`src/sv/pcc_pkg.sv`:
```
// Package for the pressure curve checker: constants, types, register indexes, status codes.
package pcc_pkg;

  // Default widths of the point pressures and the point counter
  localparam int PRESSURE_WIDTH_DEFAULT = 16;
  localparam int COUNT_WIDTH_DEFAULT    = 8;

  // Configuration register widths, fixed by the register map
  localparam int LIMIT_WIDTH    = 16;
  localparam int FEWEST_WIDTH   = 8;
  localparam int CFG_DATA_WIDTH = 16;
  localparam int CFG_INDEX_WIDTH = 3;

  // A curve needs this many points before monotonicity means anything
  localparam int MIN_ORDER_POINTS = 2;

  // Register indexes
  localparam logic [CFG_INDEX_WIDTH-1:0] REG_PRELOAD_FLOOR     = 3'd0;
  localparam logic [CFG_INDEX_WIDTH-1:0] REG_PRELOAD_CEILING   = 3'd1;
  localparam logic [CFG_INDEX_WIDTH-1:0] REG_AFTERLOAD_FLOOR   = 3'd2;
  localparam logic [CFG_INDEX_WIDTH-1:0] REG_AFTERLOAD_CEILING = 3'd3;
  localparam logic [CFG_INDEX_WIDTH-1:0] REG_FEWEST_POINTS     = 3'd4;

  // Reset values of the registers
  localparam logic signed [LIMIT_WIDTH-1:0] PRELOAD_FLOOR_RESET     = 16'sd0;
  localparam logic signed [LIMIT_WIDTH-1:0] PRELOAD_CEILING_RESET   = 16'sd1280;
  localparam logic signed [LIMIT_WIDTH-1:0] AFTERLOAD_FLOOR_RESET   = 16'sd0;
  localparam logic signed [LIMIT_WIDTH-1:0] AFTERLOAD_CEILING_RESET = 16'sd9600;
  localparam logic [FEWEST_WIDTH-1:0]       FEWEST_POINTS_RESET     = 8'd2;

  // Curve status, in order of the codes
  typedef enum logic [1:0] {
    STATUS_SUCCESS = 2'd0,
    STATUS_TOO_FEW = 2'd1,
    STATUS_RANGE   = 2'd2,
    STATUS_ORDER   = 2'd3
  } status_t;

  // Live configuration handed to the checking logic
  typedef struct packed {
    logic signed [LIMIT_WIDTH-1:0] preload_floor;
    logic signed [LIMIT_WIDTH-1:0] preload_ceiling;
    logic signed [LIMIT_WIDTH-1:0] afterload_floor;
    logic signed [LIMIT_WIDTH-1:0] afterload_ceiling;
    logic [FEWEST_WIDTH-1:0]       fewest_points;
  } cfg_t;

endpackage

```
`src/sv/pcc_curve_track.sv`:
```
// Per-curve state and point checks: range, monotonicity, count and final status.
module pcc_curve_track
  import pcc_pkg::cfg_t, pcc_pkg::status_t;
#(
  parameter int PressureWidth = 16,
  parameter int CountWidth    = 8
) (
  input  logic                            clk,
  input  logic                            rst,
  input  logic                            step,
  input  logic signed [PressureWidth-1:0] preload,
  input  logic signed [PressureWidth-1:0] afterload,
  input  logic                            last_point,
  input  cfg_t                            cfg,
  output status_t                         status,
  output logic [CountWidth-1:0]           points_seen
);
  import pcc_pkg::*;

  localparam int CmpPressure = (PressureWidth > LIMIT_WIDTH) ? PressureWidth : LIMIT_WIDTH;
  localparam int CmpCount    = (CountWidth > FEWEST_WIDTH) ? CountWidth : FEWEST_WIDTH;
  localparam logic [CountWidth-1:0] CountMax = {CountWidth{1'b1}};

  logic signed [PressureWidth-1:0] previous_preload;
  logic signed [PressureWidth-1:0] previous_afterload;
  logic [CountWidth-1:0]           point_count;
  logic                            range_failed;
  logic                            order_failed;

  logic signed [CmpPressure-1:0] pre_x;
  logic signed [CmpPressure-1:0] aft_x;
  logic                          range_bad;
  logic                          order_bad;
  logic [CountWidth-1:0]         point_count_next;
  logic                          range_failed_next;
  logic                          order_failed_next;

  // Limit and order checks on the current point
  always_comb begin
    pre_x     = CmpPressure'(preload);
    aft_x     = CmpPressure'(afterload);
    range_bad = (pre_x < CmpPressure'(cfg.preload_floor))
             || (pre_x > CmpPressure'(cfg.preload_ceiling))
             || (aft_x < CmpPressure'(cfg.afterload_floor))
             || (aft_x > CmpPressure'(cfg.afterload_ceiling));
    order_bad = (point_count != '0)
             && ((preload <= previous_preload) || (afterload < previous_afterload));
    point_count_next  = (point_count == CountMax) ? point_count : point_count + 1'b1;
    range_failed_next = range_failed | range_bad;
    order_failed_next = order_failed | order_bad;
  end

  // Final status, fixed priority
  always_comb begin
    if (CmpCount'(point_count_next) < CmpCount'(cfg.fewest_points)) begin
      status = STATUS_TOO_FEW;
    end else if (range_failed_next) begin
      status = STATUS_RANGE;
    end else if (order_failed_next
                 || (point_count_next < CountWidth'(MIN_ORDER_POINTS))) begin
      status = STATUS_ORDER;
    end else begin
      status = STATUS_SUCCESS;
    end
    points_seen = point_count_next;
  end

  // Curve state; the last point starts a fresh curve
  always_ff @(posedge clk) begin
    if (rst) begin
      previous_preload   <= '0;
      previous_afterload <= '0;
      point_count        <= '0;
      range_failed       <= 1'b0;
      order_failed       <= 1'b0;
    end else if (step) begin
      if (last_point) begin
        previous_preload   <= '0;
        previous_afterload <= '0;
        point_count        <= '0;
        range_failed       <= 1'b0;
        order_failed       <= 1'b0;
      end else begin
        previous_preload   <= preload;
        previous_afterload <= afterload;
        point_count        <= point_count_next;
        range_failed       <= range_failed_next;
        order_failed       <= order_failed_next;
      end
    end
  end

endmodule

```
`config.mk`:
```
export PLATFORM = sky130hd
export DESIGN_NAME = pcc_curve_track
export DESIGN_NICKNAME = d
export VERILOG_FILES = /design/src/sv/pcc_pkg.sv /design/src/sv/pcc_curve_track.sv
export SDC_FILE = /design/constraint.sdc
export NUM_CORES = 1
export LEC_CHECK = 0
export BUFFER_PORTS_ARGS = -buffer_cell sky130_fd_sc_hd__buf_2
export CAP_MARGIN = 20
export CELL_PAD_IN_SITES_DETAIL_PLACEMENT = 0
export CELL_PAD_IN_SITES_GLOBAL_PLACEMENT = 1
export CORE_AREA = 3 3 90 126
export CTS_CLUSTER_SIZE = 40
export DETAILED_ROUTE_END_ITERATION = 8
export DIE_AREA = 0 0 93 129
export GPL_TIMING_DRIVEN = 0
export PLACE_DENSITY_LB_ADDON = 0.1
export SLEW_MARGIN = 5
export SYNTH_ARGS = -nofsm -noshare
export SYNTH_HDL_FRONTEND = slang
export SYNTH_SLANG_ARGS = --single-unit
export TNS_END_PERCENT = 30
```
`constraint.sdc`:
```
create_clock -name clk -period 4 [get_ports clk]
set_input_delay 0.2 -clock clk [delete_from_list [all_inputs] [get_ports clk]]
set_output_delay 0.2 -clock clk [all_outputs]
set_load 0.02 [all_outputs]
```
==> results.cfg <==
[finish]
ff_latch_area_um2 = 841
drive_gt1_share_pct = 20.4
multi_input_area_um2 = 2970
antenna_cells_inserted = 0
mostFrequentLayoutCells = sky130_fd_sc_hd__buf_2 (116), sky130_fd_sc_hd__inv_1 (111), sky130_fd_sc_hd__ha_1 (102)
fillerInstances = 1109
finalNetCount = 877
layout.cells.most_common = sky130_fd_sc_hd__buf_2
syn_to_final_growth_pct = 21.2
final_core_util_pct = 50.3

[synth]
post_synth_fa_ha_maj_area_fraction_pct = 29.7
yosys_most_used_dff = sky130_fd_sc_hd__dfxtp_1
synth_top_family_by_area = adder cells
yosys_warnings = 0
avgSynthCellArea_um2 = 7.87
synth_top_area_share_pct = 29.7
netlist-cell-type-count = 55
postSynthRegisterBits = 42
synth_seq_area_share_pct = 19.6
synth_cells = 545
synth_xor_area_share_pct = 0.845
post_synthesis_simple_gate_area_fraction_pct = 15.9
area_of_the_mapped_netlist_um2 = 4290
syn-num-nets = 755
synthArstFlopShare_pct = 0
synth.area.top_cells = sky130_fd_sc_hd__ha_1 (30%), sky130_fd_sc_hd__dfxtp_1 (20%), sky130_fd_sc_hd__inv_1 (9.7%)
number_of_synthesized_flops_with_an_enable_pin = 0
synth_compound_area_share_pct = 22.1
synth_top_cell_by_area = sky130_fd_sc_hd__ha_1
synth.area.mux_share_pct = 0.496

[power]
p_per_area_nw_per_um2 = 241
vdd_drop_max_uv = 150
total_power_mw = 1.25
p_leak_nw = 2.63

[flow_run]
cap_violations = 0

[worst_setup_path]
path_buf_inv = 2
cp_dominant_cell_by_count = sky130_fd_sc_hd__ha_1
critPathRequiredTime_ps = 3800
crit_path_max_incr_delay_ps = 350
crit_path_top_delay_cell = sky130_fd_sc_hd__a221o_1
worstRegToRegCells = 8
critical_path_depth = 13
worst_ep_arrival_time_ps = 2790
critPathLaunchType = flip-flop
worstPathCellList = ha_1 > and3_4 > nand3_4 > buf_6 > nand2_1 > o21ai_2 > ha_1 > nand2b_1 > o221ai_2 > a21oi_2 > o211ai_1 > a221o_1 > buf_2
rrSetupSlack_ps = 1780
timing.critical_path.to_type = output pin
critical_path.top_delay_family = compound AO/OA/AOI/OAI gates
timing.setup.critical_path_class = flip-flop to output pin
critPathMaxFanout = 10

[placed_design]
place_congestion = 0.847
io_buffers = 115
detailed_place_hpwl_mm = 9.81

[clock_tree]
holdBufCountCts = 0
worst_setup_hold_path_clk_slew_ps = 60
post_cts_sizing_count = 0
postCtsSetupBuffers = 0
cts-buffers-inserted = 5
clock_latency_ps = 290
tritoncts_clock_tree = yes
clock_tree.htree_level_count = 2
maximum_number_of_buffers_from_clock_root_to_sink = 2
cts.root.buffer_cell = sky130_fd_sc_hd__clkbuf_16
cts_sinks = 42

[timing]
finalHoldWorstSlack_ps = 185
period_minus_slack_ps = 2990
clock_skew_ps = 5.43
timing.final.setup_violations = 0
tightest_slew_ps = 826
finalSetupTns_ps = 0
tcrit_tclk_final_pct = 74.8
report.final.slew_viol_count = 0
rel_slew_slack_pct = 44.8
finalHoldViolations = 0
fmax_mhz = 334
rsz0062_at_grt = no

[die]
boundaryPins = 118
rows = 44
design.die.area_um2 = 12000
floorplan.core_area_um2 = 10300
fp.dieH_um = 129
die_x_um = 93
initial_core_utilization_pct = 41.5

[grt]
wire_length_of_the_first_global_routing_pass_mm = 19.1
global_route.overflow_total = 0
pin_count_of_the_biggest_net_entering_global_routing = 13
vias_in_the_first_global_route = 4138
initial_antenna_violation_count = 0
grtUsageTotal_pct = 19.9

[drt]
drtIter0Drc = 109
route.vias.total = 4188
drt_drc = 0
detail-route-antenna-nets = 0
drt_first_pass_iters = 4
routed_wl_mm = 11.6
routedWlPerCell_um = 14.4
routed_via_density = 5.20

[worst_hold_path]
hp-class = input pin to flip-flop
worst_hold_path.num_cells = 3

[run_status]
run_status = finished clean
-- through the flow --
| stage | cells | instance area, um^2 | setup slack (ps) |
|---|---|---|---|
| after floorplan | 545 | 4290 | 1270 |
| after global placement | 798 | 5040 | 1270 |
| after detailed placement | 798 | 5040 | 1280 |
| after CTS | 806 | 5200 | 974 |
| after global routing | 806 | 5200 | 729 |
| final | 806 | 5200 | 1010 |
-- routing by layer --
metal	track usage [%]	part of all wire (%)
met1	21.9	41
met2	38.7	53
met3	3.16	4.4
met4	5.52	1.8
met5	0	0
-- sequential cells by signal, indices dropped and copies added, names as in the netlist --
name / count
previous_preload: 16
previous_afterload: 16
order_failed: 1
point_count: 8
range_failed: 1
-- power breakdown --
group          switching [mW]  internal (mW)
Sequential            0.00734          0.432
Clock                   0.166          0.295
Combinational           0.193          0.160
Total                   0.366          0.887
-- cell families (layout without fill, tap and decap cells) --
| kind of cell | count (synthesis) | in the layout |
|---|---|---|
| compound gates | 138 | 138 |
| simple gates | 132 | 132 |
| buf+inv | 127 | 250 |
| fa+ha+maj | 102 | 102 |
| flops | 42 | 42 |
| xor+xnor | 2 | 2 |
| mux | 2 | 2 |
-- worst min-delay path: cells and delay by family --
kind                   cells  cell delay [ps]
AOI/OAI and AO/OA          1               60
and+or+nand+nor            1               70
buffers and inverters      1              110
-- synth_stat cells, drive strengths merged, types with 4 or more instances --
| cell | instances |
|---|---|
| a2111oi | 5 |
| nand3 | 10 |
| nor3b | 4 |
| nand2 | 12 |
| o21a | 4 |
| nor2 | 57 |
| nor4 | 5 |
| a21o | 9 |
| o211ai | 6 |
| ha | 102 |
| nor3 | 5 |
| nand4 | 15 |
| inv | 111 |
| a21oi | 38 |
| dfxtp | 42 |
| a22oi | 35 |
| and3 | 4 |
| o21ai | 19 |
| or3 | 4 |
| clkbuf | 13 |
-- path summary, 6_finish.rpt --
path                      endpoint             startpoint
max                      status[0]         point_count[0]
min reg2reg  previous_afterload[0]  previous_afterload[0]
min            previous_preload[0]             preload[0]
max reg2reg           order_failed   previous_preload[13]
-- final cells by class --
cell class              instances  area share, %
repair buffers                115           11.1
well taps                     138           3.32
clock inverters                 1          0.577
inverters                     112           8.08
plain buffers                  15           1.25
flip-flops and latches         42           16.2
clock buffers                   7           2.55
multi-input cells             376           57.0
Power figures use the tool's default switching activity.
